==> config.mk <==
export PLATFORM = sky130hd
export DESIGN_NAME = midi_sequence_event_parser_core
export DESIGN_NICKNAME = d
export VERILOG_FILES = /design/src/rtl/msep_pkg.sv /design/src/rtl/msep_parse.sv /design/src/rtl/midi_sequence_event_parser_core.sv
export SDC_FILE = /design/constraint.sdc
export NUM_CORES = 1
export LEC_CHECK = 0
export ABC_CLOCK_PERIOD_IN_PS = 22000
export BUFFER_PORTS_ARGS = -buffer_cell sky130_fd_sc_hd__buf_4
export CAP_MARGIN = 20
export CORE_ASPECT_RATIO = 1.1
export CORE_MARGIN = 4
export CORE_UTILIZATION = 45
export CTS_CLUSTER_DIAMETER = 30
export DETAILED_ROUTE_END_ITERATION = 10
export GPL_ROUTABILITY_DRIVEN = 1
export PLACE_DENSITY = 0.61
export SETUP_SLACK_MARGIN = 0.1
export SYNTH_ARGS = -nofsm -noshare
export SYNTH_HDL_FRONTEND = slang
export SYNTH_SLANG_ARGS = --single-unit
==> constraint.sdc <==
create_clock -name clk_i -period 22 [get_ports clk_i]
set_input_delay 2.2 -clock clk_i [delete_from_list [all_inputs] [get_ports clk_i]]
set_output_delay 2.2 -clock clk_i [all_outputs]
set_load 0.005 [all_outputs]
==> src/rtl/msep_pkg.sv <==
// Shared types and constants for the sequence event parser.
// No dependencies; imported by msep_parse and the top level.
package msep_pkg;

  // file layout
  localparam int unsigned HEADER_BYTES     = 15;
  localparam int unsigned VARLEN_MAX_BYTES = 4;

  // header byte positions holding the tempo and the bars byte
  localparam logic [3:0] HDR_TEMPO_FIRST = 4'(HEADER_BYTES - 5);
  localparam logic [3:0] HDR_TEMPO_LAST  = 4'(HEADER_BYTES - 3);
  localparam logic [3:0] HDR_BARS        = 4'(HEADER_BYTES - 2);
  localparam logic [3:0] HDR_LAST        = 4'(HEADER_BYTES - 1);
  localparam logic [2:0] VARLEN_LAST     = 3'(VARLEN_MAX_BYTES);

  // parse phases
  localparam logic [3:0] PH_HEADER    = 4'd0;
  localparam logic [3:0] PH_DELTA     = 4'd1;
  localparam logic [3:0] PH_STATUS    = 4'd2;
  localparam logic [3:0] PH_NOTE_KEY  = 4'd3;
  localparam logic [3:0] PH_NOTE_VEL  = 4'd4;
  localparam logic [3:0] PH_PROG      = 4'd5;
  localparam logic [3:0] PH_META_CMD  = 4'd6;
  localparam logic [3:0] PH_META_LEN  = 4'd7;
  localparam logic [3:0] PH_SKIP      = 4'd8;
  localparam logic [3:0] PH_SYSEX_LEN = 4'd9;

  // status and meta codes
  localparam logic [7:0] STATUS_META   = 8'hff;
  localparam logic [7:0] META_EOT      = 8'h2f;
  localparam logic [7:0] META_TEMPO    = 8'h51;
  localparam logic [3:0] NIB_NOTE_OFF  = 4'h8;
  localparam logic [3:0] NIB_NOTE_ON   = 4'h9;
  localparam logic [3:0] NIB_POLY_PRES = 4'ha;
  localparam logic [3:0] NIB_CTRL      = 4'hb;
  localparam logic [3:0] NIB_PROG      = 4'hc;
  localparam logic [3:0] NIB_CHAN_PRES = 4'hd;
  localparam logic [3:0] NIB_BEND      = 4'he;

  // event kinds
  typedef enum logic [2:0] {
    EV_NOTE_ON  = 3'd0,
    EV_NOTE_OFF = 3'd1,
    EV_PROGRAM  = 3'd2,
    EV_END      = 3'd3,
    EV_HEADER   = 3'd4,
    EV_ERROR    = 3'd5
  } event_kind_e;

  // input transaction
  typedef struct packed {
    logic [7:0] data_byte;
    logic       restart;
  } in_item_t;

  // result transaction
  typedef struct packed {
    logic [2:0]  event_kind;
    logic [31:0] event_time;
    logic [3:0]  channel;
    logic [7:0]  note_number;
    logic [7:0]  velocity;
    logic [7:0]  program_res;
    logic [23:0] tempo_us;
    logic [7:0]  bars;
  } out_item_t;

endpackage

==> src/rtl/msep_parse.sv <==
// Parser state registers and the combinational next-state / result logic.
// Depends on msep_pkg.
module msep_parse import msep_pkg::*; (
  input  logic      clk_i,
  input  logic      rst_ni,
  input  logic      fire_i,
  input  in_item_t  item_i,
  output logic      res_valid_o,
  output out_item_t res_o
);

  typedef struct packed {
    logic [3:0]  phase;
    logic        set_skip;
    logic [27:0] skip;
    logic        vreset;
  } disp_t;

  // state registers
  logic [3:0]  phase_q, phase_d;
  logic [3:0]  hcount_q, hcount_d;
  logic [23:0] tempo_q, tempo_d;
  logic [7:0]  bars_q, bars_d;
  logic [7:0]  running_q, running_d;
  logic [31:0] time_q, time_d;
  logic [27:0] vacc_q, vacc_d;
  logic [2:0]  vcnt_q, vcnt_d;
  logic [7:0]  status_q, status_d;
  logic [7:0]  first_q, first_d;
  logic [27:0] skip_q, skip_d;
  logic        fin_q, fin_d;

  // state as seen by this byte (restart applied)
  logic [3:0]  cur_phase;
  logic [3:0]  cur_hcount;
  logic [23:0] cur_tempo;
  logic [7:0]  cur_bars;
  logic [7:0]  cur_running;
  logic [31:0] cur_time;
  logic [27:0] cur_vacc;
  logic [2:0]  cur_vcnt;
  logic [7:0]  cur_status;
  logic [7:0]  cur_first;
  logic [27:0] cur_skip;
  logic        cur_fin;

  // working state handed to the data-byte phases
  logic [3:0]  wk_phase;
  logic [7:0]  wk_status;
  logic [27:0] wk_skip;
  logic [27:0] wk_vacc;
  logic [2:0]  wk_vcnt;

  logic [7:0]  b;
  logic [7:0]  st_sel;
  disp_t       disp;
  logic [27:0] vacc_cur_new, vacc_wk_new;
  logic [2:0]  vcnt_cur_new, vcnt_wk_new;
  logic        vdone_cur, vdone_wk;
  logic [27:0] skip_dec;
  logic [27:0] skip_n;
  logic        do_data;
  logic        do_skip;

  // decode a status byte into the phase it opens
  function automatic disp_t dispatch(input logic [7:0] st);
    disp_t d;
    d = '0;
    if (st == STATUS_META) begin
      d.phase = PH_META_CMD;
    end else begin
      case (st[7:4])
        NIB_NOTE_OFF, NIB_NOTE_ON: d.phase = PH_NOTE_KEY;
        NIB_PROG:                  d.phase = PH_PROG;
        NIB_POLY_PRES, NIB_CTRL, NIB_BEND: begin
          d.phase    = PH_SKIP;
          d.set_skip = 1'b1;
          d.skip     = 28'd2;
        end
        NIB_CHAN_PRES: begin
          d.phase    = PH_SKIP;
          d.set_skip = 1'b1;
          d.skip     = 28'd1;
        end
        default: begin
          d.phase  = PH_SYSEX_LEN;
          d.vreset = 1'b1;
        end
      endcase
    end
    return d;
  endfunction

  assign b = item_i.data_byte;

  // restart puts the parser back to its reset state before the byte
  always_comb begin
    if (item_i.restart) begin
      cur_phase   = PH_HEADER;
      cur_hcount  = '0;
      cur_tempo   = '0;
      cur_bars    = '0;
      cur_running = '0;
      cur_time    = '0;
      cur_vacc    = '0;
      cur_vcnt    = '0;
      cur_status  = '0;
      cur_first   = '0;
      cur_skip    = '0;
      cur_fin     = 1'b0;
    end else begin
      cur_phase   = phase_q;
      cur_hcount  = hcount_q;
      cur_tempo   = tempo_q;
      cur_bars    = bars_q;
      cur_running = running_q;
      cur_time    = time_q;
      cur_vacc    = vacc_q;
      cur_vcnt    = vcnt_q;
      cur_status  = status_q;
      cur_first   = first_q;
      cur_skip    = skip_q;
      cur_fin     = fin_q;
    end
  end

  // status decode: a data byte in status position reuses running status
  assign st_sel = b[7] ? b : cur_running;
  assign disp   = dispatch(st_sel);

  always_comb begin
    if (cur_phase == PH_STATUS) begin
      wk_phase  = disp.phase;
      wk_status = st_sel;
      wk_skip   = disp.set_skip ? disp.skip : cur_skip;
      wk_vacc   = disp.vreset ? '0 : cur_vacc;
      wk_vcnt   = disp.vreset ? '0 : cur_vcnt;
    end else begin
      wk_phase  = cur_phase;
      wk_status = cur_status;
      wk_skip   = cur_skip;
      wk_vacc   = cur_vacc;
      wk_vcnt   = cur_vcnt;
    end
  end

  // variable-length accumulation for delta and sysex length
  assign vacc_cur_new = {cur_vacc[20:0], b[6:0]};
  assign vcnt_cur_new = cur_vcnt + 3'd1;
  assign vdone_cur    = !b[7] || (vcnt_cur_new >= VARLEN_LAST);
  assign vacc_wk_new  = {wk_vacc[20:0], b[6:0]};
  assign vcnt_wk_new  = wk_vcnt + 3'd1;
  assign vdone_wk     = !b[7] || (vcnt_wk_new >= VARLEN_LAST);
  assign skip_dec     = wk_skip - 28'd1;

  // next state and result
  always_comb begin
    phase_d   = cur_phase;
    hcount_d  = cur_hcount;
    tempo_d   = cur_tempo;
    bars_d    = cur_bars;
    running_d = cur_running;
    time_d    = cur_time;
    vacc_d    = cur_vacc;
    vcnt_d    = cur_vcnt;
    status_d  = cur_status;
    first_d   = cur_first;
    skip_d    = cur_skip;
    fin_d     = cur_fin;
    do_data   = 1'b0;
    do_skip   = 1'b0;
    skip_n    = '0;
    res_valid_o       = 1'b0;
    res_o             = '0;
    res_o.event_time  = cur_time;

    if (!cur_fin) begin
      case (cur_phase)
        PH_HEADER: begin
          if (cur_hcount >= HDR_TEMPO_FIRST && cur_hcount <= HDR_TEMPO_LAST) begin
            tempo_d = {cur_tempo[15:0], b};
          end else if (cur_hcount == HDR_BARS) begin
            bars_d = b;
          end
          if (cur_hcount >= HDR_LAST) begin
            hcount_d = '0;
            vacc_d   = '0;
            vcnt_d   = '0;
            phase_d  = PH_DELTA;
            res_valid_o      = 1'b1;
            res_o.event_kind = EV_HEADER;
            res_o.tempo_us   = tempo_d;
            res_o.bars       = bars_d;
          end else begin
            hcount_d = cur_hcount + 4'd1;
          end
        end
        PH_DELTA: begin
          vacc_d = vacc_cur_new;
          vcnt_d = vcnt_cur_new;
          if (vdone_cur) begin
            time_d  = cur_time + {4'b0, vacc_cur_new};
            phase_d = PH_STATUS;
          end
        end
        PH_STATUS: begin
          if (b[7]) begin
            running_d = b;
            phase_d   = wk_phase;
            status_d  = wk_status;
            skip_d    = wk_skip;
            vacc_d    = wk_vacc;
            vcnt_d    = wk_vcnt;
          end else if (cur_running == 8'd0) begin
            fin_d            = 1'b1;
            res_valid_o      = 1'b1;
            res_o.event_kind = EV_ERROR;
          end else begin
            do_data = 1'b1;
          end
        end
        default: do_data = 1'b1;
      endcase
    end

    // data-byte phases
    if (do_data) begin
      phase_d  = wk_phase;
      status_d = wk_status;
      skip_d   = wk_skip;
      vacc_d   = wk_vacc;
      vcnt_d   = wk_vcnt;
      case (wk_phase)
        PH_NOTE_KEY: begin
          first_d = b;
          phase_d = PH_NOTE_VEL;
        end
        PH_NOTE_VEL: begin
          vacc_d  = '0;
          vcnt_d  = '0;
          phase_d = PH_DELTA;
          res_valid_o       = 1'b1;
          res_o.event_kind  = (wk_status[7:4] == NIB_NOTE_ON && b != 8'd0) ?
                              EV_NOTE_ON : EV_NOTE_OFF;
          res_o.channel     = wk_status[3:0];
          res_o.note_number = cur_first;
          res_o.velocity    = b;
        end
        PH_PROG: begin
          vacc_d  = '0;
          vcnt_d  = '0;
          phase_d = PH_DELTA;
          res_valid_o       = 1'b1;
          res_o.event_kind  = EV_PROGRAM;
          res_o.channel     = wk_status[3:0];
          res_o.program_res = b;
        end
        PH_META_CMD: begin
          first_d = b;
          phase_d = PH_META_LEN;
        end
        PH_META_LEN: begin
          if (cur_first == META_EOT) begin
            fin_d            = 1'b1;
            res_valid_o      = 1'b1;
            res_o.event_kind = EV_END;
          end else begin
            do_skip = 1'b1;
            skip_n  = (cur_first == META_TEMPO) ? 28'd3 : {20'b0, b};
          end
        end
        PH_SKIP: begin
          skip_d = skip_dec;
          if (skip_dec == 28'd0) begin
            vacc_d  = '0;
            vcnt_d  = '0;
            phase_d = PH_DELTA;
          end
        end
        PH_SYSEX_LEN: begin
          vacc_d = vacc_wk_new;
          vcnt_d = vcnt_wk_new;
          if (vdone_wk) begin
            do_skip = 1'b1;
            skip_n  = vacc_wk_new;
          end
        end
        default: begin
          vacc_d  = '0;
          vcnt_d  = '0;
          phase_d = PH_DELTA;
        end
      endcase
    end

    // skip a counted run of bytes, straight to the next delta if empty
    if (do_skip) begin
      skip_d = skip_n;
      if (skip_n == 28'd0) begin
        vacc_d  = '0;
        vcnt_d  = '0;
        phase_d = PH_DELTA;
      end else begin
        phase_d = PH_SKIP;
      end
    end
  end

  // state update once per accepted byte
  always_ff @(posedge clk_i or negedge rst_ni) begin
    if (!rst_ni) begin
      phase_q   <= PH_HEADER;
      hcount_q  <= '0;
      tempo_q   <= '0;
      bars_q    <= '0;
      running_q <= '0;
      time_q    <= '0;
      vacc_q    <= '0;
      vcnt_q    <= '0;
      status_q  <= '0;
      first_q   <= '0;
      skip_q    <= '0;
      fin_q     <= 1'b0;
    end else if (fire_i) begin
      phase_q   <= phase_d;
      hcount_q  <= hcount_d;
      tempo_q   <= tempo_d;
      bars_q    <= bars_d;
      running_q <= running_d;
      time_q    <= time_d;
      vacc_q    <= vacc_d;
      vcnt_q    <= vcnt_d;
      status_q  <= status_d;
      first_q   <= first_d;
      skip_q    <= skip_d;
      fin_q     <= fin_d;
    end
  end

endmodule

==> src/rtl/midi_sequence_event_parser_core.sv <==
// Top level of the sequence event parser: input register, parser, result register.
// Depends on msep_pkg and msep_parse.

// Takes one file byte per transaction and returns at most one event per byte.
// A new byte is accepted every cycle while results are taken; a byte is
// parsed in the cycle after it is registered, and its event is written to the
// result register at the edge that ends that cycle. All parser state updates
// at that same edge. A stall on a waiting result holds the registered byte
// and stalls the input in the same cycle. Setting restart with a byte resets
// the parser and makes that byte the first header byte.
module midi_sequence_event_parser_core import msep_pkg::*; (
  input  logic      clk_i,
  input  logic      rst_ni,
  input  logic      in_valid_i,
  output logic      in_stall_o,
  input  in_item_t  in_data_i,
  output logic      out_valid_o,
  input  logic      out_stall_i,
  output out_item_t out_data_o
);

  logic      in_valid_q;
  in_item_t  in_data_q;
  logic      out_valid_q;
  out_item_t out_data_q;
  logic      advance;
  logic      fire;
  logic      res_valid;
  out_item_t res;

  // the result register can take a new value
  assign advance    = !out_valid_q || !out_stall_i;
  assign fire       = in_valid_q && advance;
  assign in_stall_o = in_valid_q && !advance;

  // input register
  always_ff @(posedge clk_i or negedge rst_ni) begin
    if (!rst_ni) begin
      in_valid_q <= 1'b0;
    end else if (!in_stall_o) begin
      in_valid_q <= in_valid_i;
    end
  end

  always_ff @(posedge clk_i) begin
    if (in_valid_i && !in_stall_o) begin
      in_data_q <= in_data_i;
    end
  end

  // parser
  msep_parse u_parse (
    .clk_i       (clk_i),
    .rst_ni      (rst_ni),
    .fire_i      (fire),
    .item_i      (in_data_q),
    .res_valid_o (res_valid),
    .res_o       (res)
  );

  // result register
  always_ff @(posedge clk_i or negedge rst_ni) begin
    if (!rst_ni) begin
      out_valid_q <= 1'b0;
    end else if (advance) begin
      out_valid_q <= fire && res_valid;
    end
  end

  always_ff @(posedge clk_i) begin
    if (advance && fire && res_valid) begin
      out_data_q <= res;
    end
  end

  assign out_valid_o = out_valid_q;
  assign out_data_o  = out_data_q;

endmodule
* Word level (Yosys, flattened, before mapping)
Index checks and enable logic that the tools add are counted.
Storage, ports and cells: bits in registers 262, input bits 13, word-level logic and storage cells 207
Cells by class: add/sub/neg operators 5, $lt $le $gt $ge 5, equality and inequality tests 21, muxes and demuxes 116, bitwise operators 2, reduce and logical (&&, ||, !) cells 34
Operators by type and width (number):
- $mux W28 | 22
- $pmux W28 S3 | 2
- $mux W8 | 19
- $mux W32 | 4
- $mux W24 | 4
- $mux W4 | 15
- $pmux W29 S2 | 1
- $logic_not A28 Y1 | 2
- $pmux W28 S2 | 1
- $mux W3 | 16
- $eq A4 B4 Y1 const B | 11
- $add A32 B28 Y32 | 1
- $mux W30 | 1
- $sub A28 B1 Y28 const B | 1
- $pmux W3 S3 | 3
- $pmux W4 S3 | 2
- $mux W1 | 20
- $eq A4 B3 Y1 const B | 4
- $pmux W4 S4 | 1
- $reduce_or A2 Y1 | 5
- $reduce_or A3 Y1 | 3
- $eq A4 B2 Y1 const B | 2
- $eq A8 B6 Y1 const B | 1
- $eq A8 B7 Y1 const B | 1
- other kinds (19) | 41

* Depth between registers and ports, before layout
depth in word-level cells 17, gate-level depth with buffers 20

* Cells and area by module
Synthesis repeated with hierarchy kept, for this count alone.
Unflattened totals: cells, all modules 1630, area, all modules 15147.0 um^2
Modules (own cells, without submodules):
- msep_parse | instances 1, cells an instance 1515, area an instance 11925.2 um^2
- midi_sequence_event_parser_core | instances 1, cells an instance 115, area an instance 3221.8 um^2

* Worst setup path before layout
No wires, ideal clock.
kind input to register, start input out_stall_i, end register out_data_q, in the netlist out_data_o[0], enable pin, data arrival time 6.882 ns, data required time 21.450 ns, path slack 14.568 ns, stages on the path 5, buffers on the path 2, path through nand2_1 > nand2_1 > clkbuf_1 > clkbuf_1 > nor2_1
Between the ends: word-level cells in the longest chain between the ends 5
Ends and longest elaborated chain:
- start: declaration | RTL line midi_sequence_event_parser_core.sv:18 | input logic out_stall_i,
- $logic_not A1 Y1 * | RTL line midi_sequence_event_parser_core.sv:32 | assign advance = !out_valid_q || !out_stall_i;
- $logic_or A1 B1 Y1 * | RTL line midi_sequence_event_parser_core.sv:32
- $logic_and A1 B1 Y1 | RTL line midi_sequence_event_parser_core.sv:33 | assign fire = in_valid_q && advance;
- $logic_and A1 B1 Y1 * (2 in series) | RTL line midi_sequence_event_parser_core.sv:71 | if (advance && fire && res_valid) begin
- end signal: assignment | RTL line midi_sequence_event_parser_core.sv:72 | out_data_q <= res;
- end: declaration | RTL line midi_sequence_event_parser_core.sv:25 | out_item_t out_data_q;
Every way passes the cells marked *; elsewhere a longest branch is shown, timed or not. A chain may end at the register's enable or synchronous reset.

* Final worst setup path
start register in_data_q[0] in the netlist's numbering, end register u_parse.vacc_q[8]
Between the ends: word-level cells in the longest chain between the ends 17, elaborated cells between the ends (all ways) 75, those cells by class 2 x add/sub; 2 x order compare; 17 x eq/ne; 43 x mux; 11 x reduce/logical
Ends and longest elaborated chain:
- start: declaration | RTL line midi_sequence_event_parser_core.sv:23 | in_item_t in_data_q;
- start signal: assignment | RTL line midi_sequence_event_parser_core.sv:47 | in_data_q <= in_data_i;
- parallel branches: the longest is 16 deep, another holds $sub A28 B1 Y28
- $mux W28 * | RTL line msep_parse.sv:297 | if (do_skip) begin
- end signal: assignment | RTL line msep_parse.sv:331 | vacc_q <= vacc_d;
- end: declaration | RTL line msep_parse.sv:26 | logic [27:0] vacc_q, vacc_d;
Every way passes the cells marked *.

==> flow_summary.yaml <==
logic_synthesis:
  synth_warnings: 0
  avgSynthCellArea_um2: 9.29
  synth_top_family_by_area: "compound AO/OA/AOI/OAI gates"
  synth.ff_latch_count: 255
  synth-compound-area-share_pct: 26.0
  synth_area_um2: 15200
  synth-simple-area-share_pct: 19.2
  synth_largest_area_cell: "dfrtp_1"
  synth_top_area_share_pct: 24.8
  synthArstFlopShare_pct: 59.2
  synth_xor_area_share_pct: 2.07
  synthDistinctLibCells: 94
  synth-adder-area-share_pct: 3.01
  synth_seq_area_share_pct: 45.4
  syn_nets: 1686
  synth_edf_count: 104
  ys_top_cells_by_area: "dfrtp_1 (25%), edfxtp_1 (21%), nand2_1 (5.0%)"
  synth.area.mux_share_pct: 0.197
  netlist_instances: 1637
  yosys_most_used_dff: "dfrtp_1"
die:
  rows: 70
  die_h_um: 201
  die_w_um: 183
  dieArea_um2: 36800
  initial_core_util_pct: 45.7
  coreArea_um2: 33300
  ios: 110
pwr:
  cellLeakagePower_nw: 7.60
  total_power_mw: 1.88
  vdd_drop_max_v: 0.0000582
  p_per_area_nw_per_um2: 102
cts:
  numCtsBuffers: 58
  cts_resized: 0
  post_cts_buffers: 0
  h-tree-depth: 2
  root_buffer: "clkbuf_16"
  clk_path_buf_depth: 3
  postCtsHoldBufs: 0
  clkSinkCount: 255
  cts_tree: "yes"
  clkLatencyLatePin_ns: 0.58
  clk_pin_slew_ns: 0.05
setup_path:
  setup.worst_path.start: "in_data_q[0]$_DFFE_PP_"
  path_buf_inv: 2
  worstSetupEndpointType: "flop"
  crit_fanout: 70
  start_kind: "flop"
  cp_cell_sequence: "buf_4 > buf_4 > nand2b_1 > a211oi_1 > nand2_1 > a22oi_1 > ha_1 > or4b_2 > nor3_1 > nor3b_1 > xnor2_1 > a31oi_1 > nor4_2 > a31oi_1 > o21ai_4 > o21ai_0"
  critPathKind: "reg2reg"
  critPathSlowestCell: "or4b_2"
  required_ns: 22.42
  rr_startpoint: "in_data_q[0]$_DFFE_PP_"
  max_stage_delay_ns: 0.70
  cp.arrival_ns: 6.97
  path_delay_family: "simple AND/OR/NAND/NOR gates"
route:
  vias_per_cell: 6.25
  wl_per_cell_um: 21.8
  detail-route-antenna-nets: 0
  vias: 13777
  routed_wl_mm: 48.1
  dr.pass1.iters: 6
  dr.first_iter.drc_count: 1202
  drc: 0
finish:
  layout_commonest_cell: "nand2_1"
  n_antenna_cell: 0
  finalNonFillerCells: 2204
  layout_common_cells: "nand2_1 (200), dfrtp_1 (151), buf_4 (137)"
  finalNetCount: 1773
  drive_gt1_share_pct: 16.0
  area_delta_synth_final_pct: 21.0
global_routing:
  grt_start_max_net_pins: 88
  grt_usage_pct: 25.7
  grt_pass1_wl_mm: 76.9
  grt_pass1_vias: 13429
  grt-ovfl-total: 0
  antenna_found_initial: 0
timing:
  fin_tns_setup_ns: 0
  rsz0062_at_grt: "no"
  fmax_ghz: 0.153
  relSlewSlack_pct: 25.2
  fin_ws_ns: 15.45
  setup_viol: 0
  finalCritPeriodShare_pct: 29.8
  tightest_slew_ns: 1.12
  maxSlewViolCount: 0
  hold_viol: 0
  period_needed_ns: 6.55
  fin_skew_ns: 0.0243
place:
  io_buffer_count: 109
  dpl.hpwl_mm: 32.1
  gp_congestion: 0.922
  dp_cells: 2093
  dpl_worst_slack_ns: 15.51
worst_hold_path:
  hp-start: "u_parse.time_q[25]$_DFFE_PN0P_"
  min-delay-path-class: "reg2reg"
flow_run:
  drv_cap: 0
outcome:
  outcome: "complete, no violations"
[per-stage QoR]
| stage | util (%) | area [µm²] | hold WS (ns) |
|---|---|---|---|
| after detailed placement | 49.1 | 16300 | 0.459 |
| after CTS | 55.2 | 18400 | 0.469 |
| after global routing | 55.3 | 18400 | 0.498 |
| after floorplan | - | 15200 | 0.441 |
| final | 55.3 | 18400 | 0.467 |
| after global placement | 49.1 | 16300 | 0.454 |
[cell families (layout without fill, tap and decap cells)]
family,after synthesis,after routing
AO/OA/AOI/OAI,570,570
XOR/XNOR,36,36
AND/OR/NAND/NOR,578,578
flip-flops,255,255
adder cells (fa/ha/maj),36,36
multiplexers,3,3
buffers and inverters,159,294
[cells in the mapped netlist (32+ instances only)]
| cell type | n |
|---|---|
| nor3_1 | 39 |
| a22o_1 | 46 |
| a21o_1 | 32 |
| clkbuf_1 | 88 |
| dfrtp_1 | 151 |
| nand3_1 | 44 |
| inv_1 | 44 |
| edfxtp_1 | 104 |
| a21oi_1 | 98 |
| nand2_1 | 201 |
| ha_1 | 35 |
| nor2b_1 | 49 |
| a22oi_1 | 40 |
| nor2_1 | 93 |
| o21ai_0 | 127 |
[tightest hold or removal path, cell delays in order (launching register included)]
cell	delay, ns
dfrtp_1	0.33
nand2_1	0.05
o31ai_1	0.05
[sequential cells by signal, summed over array words and instances (netlist names), 3 cells and up]
register / cells
in_data_q: 9
out_data_o: 95
u_parse.bars_q: 8
u_parse.first_q: 8
u_parse.hcount_q: 4
u_parse.phase_q: 4
u_parse.running_q: 8
u_parse.skip_q: 28
u_parse.status_q: 8
u_parse.tempo_q: 24
u_parse.time_q: 32
u_parse.vacc_q: 21
u_parse.vcnt_q: 3
[cell type report]
class | count | area, µm²
Fill cell | 3026 | 14900
Multi-Input combinational cell | 1223 | 7690
Sequential cell | 255 | 6900
Clock buffer | 68 | 1550
Timing Repair Buffer | 141 | 1100
Tap cell | 432 | 541
Clock inverter | 40 | 458
Inverter | 45 | 169
[power breakdown]
part           internal [mW]  switching (mW)
logic                  0.141           0.284
registers              0.534          0.0522
clock network          0.587           0.283
[worst paths after layout]
check	end	slack (ns)	depth (start not counted)
worst max-delay path	u_parse.vacc_q[8]$_DFFE_PN0P_	15.45	16
worst min-delay path	u_parse.time_q[25]$_DFFE_PN0P_	0.47	2
worst max register to register	u_parse.vacc_q[8]$_DFFE_PN0P_	15.45	16
worst min register to register	u_parse.time_q[25]$_DFFE_PN0P_	0.47	2
max in group asynchronous	u_parse.skip_q[1]$_DFFE_PN0P_	18.75	2
min in group asynchronous	u_parse.tempo_q[14]$_DFFE_PN0P_	1.73	1
[routing by layer]
layer,routed length (µm),track usage (%),part of all wire (%)
met2,22700,41.6,47
met1,20200,34.9,42
met5,0,0,0
met3,3130,3.75,6.5
met4,2020,10.2,4.2
Note: power is estimated with default switching activity, not from simulation.
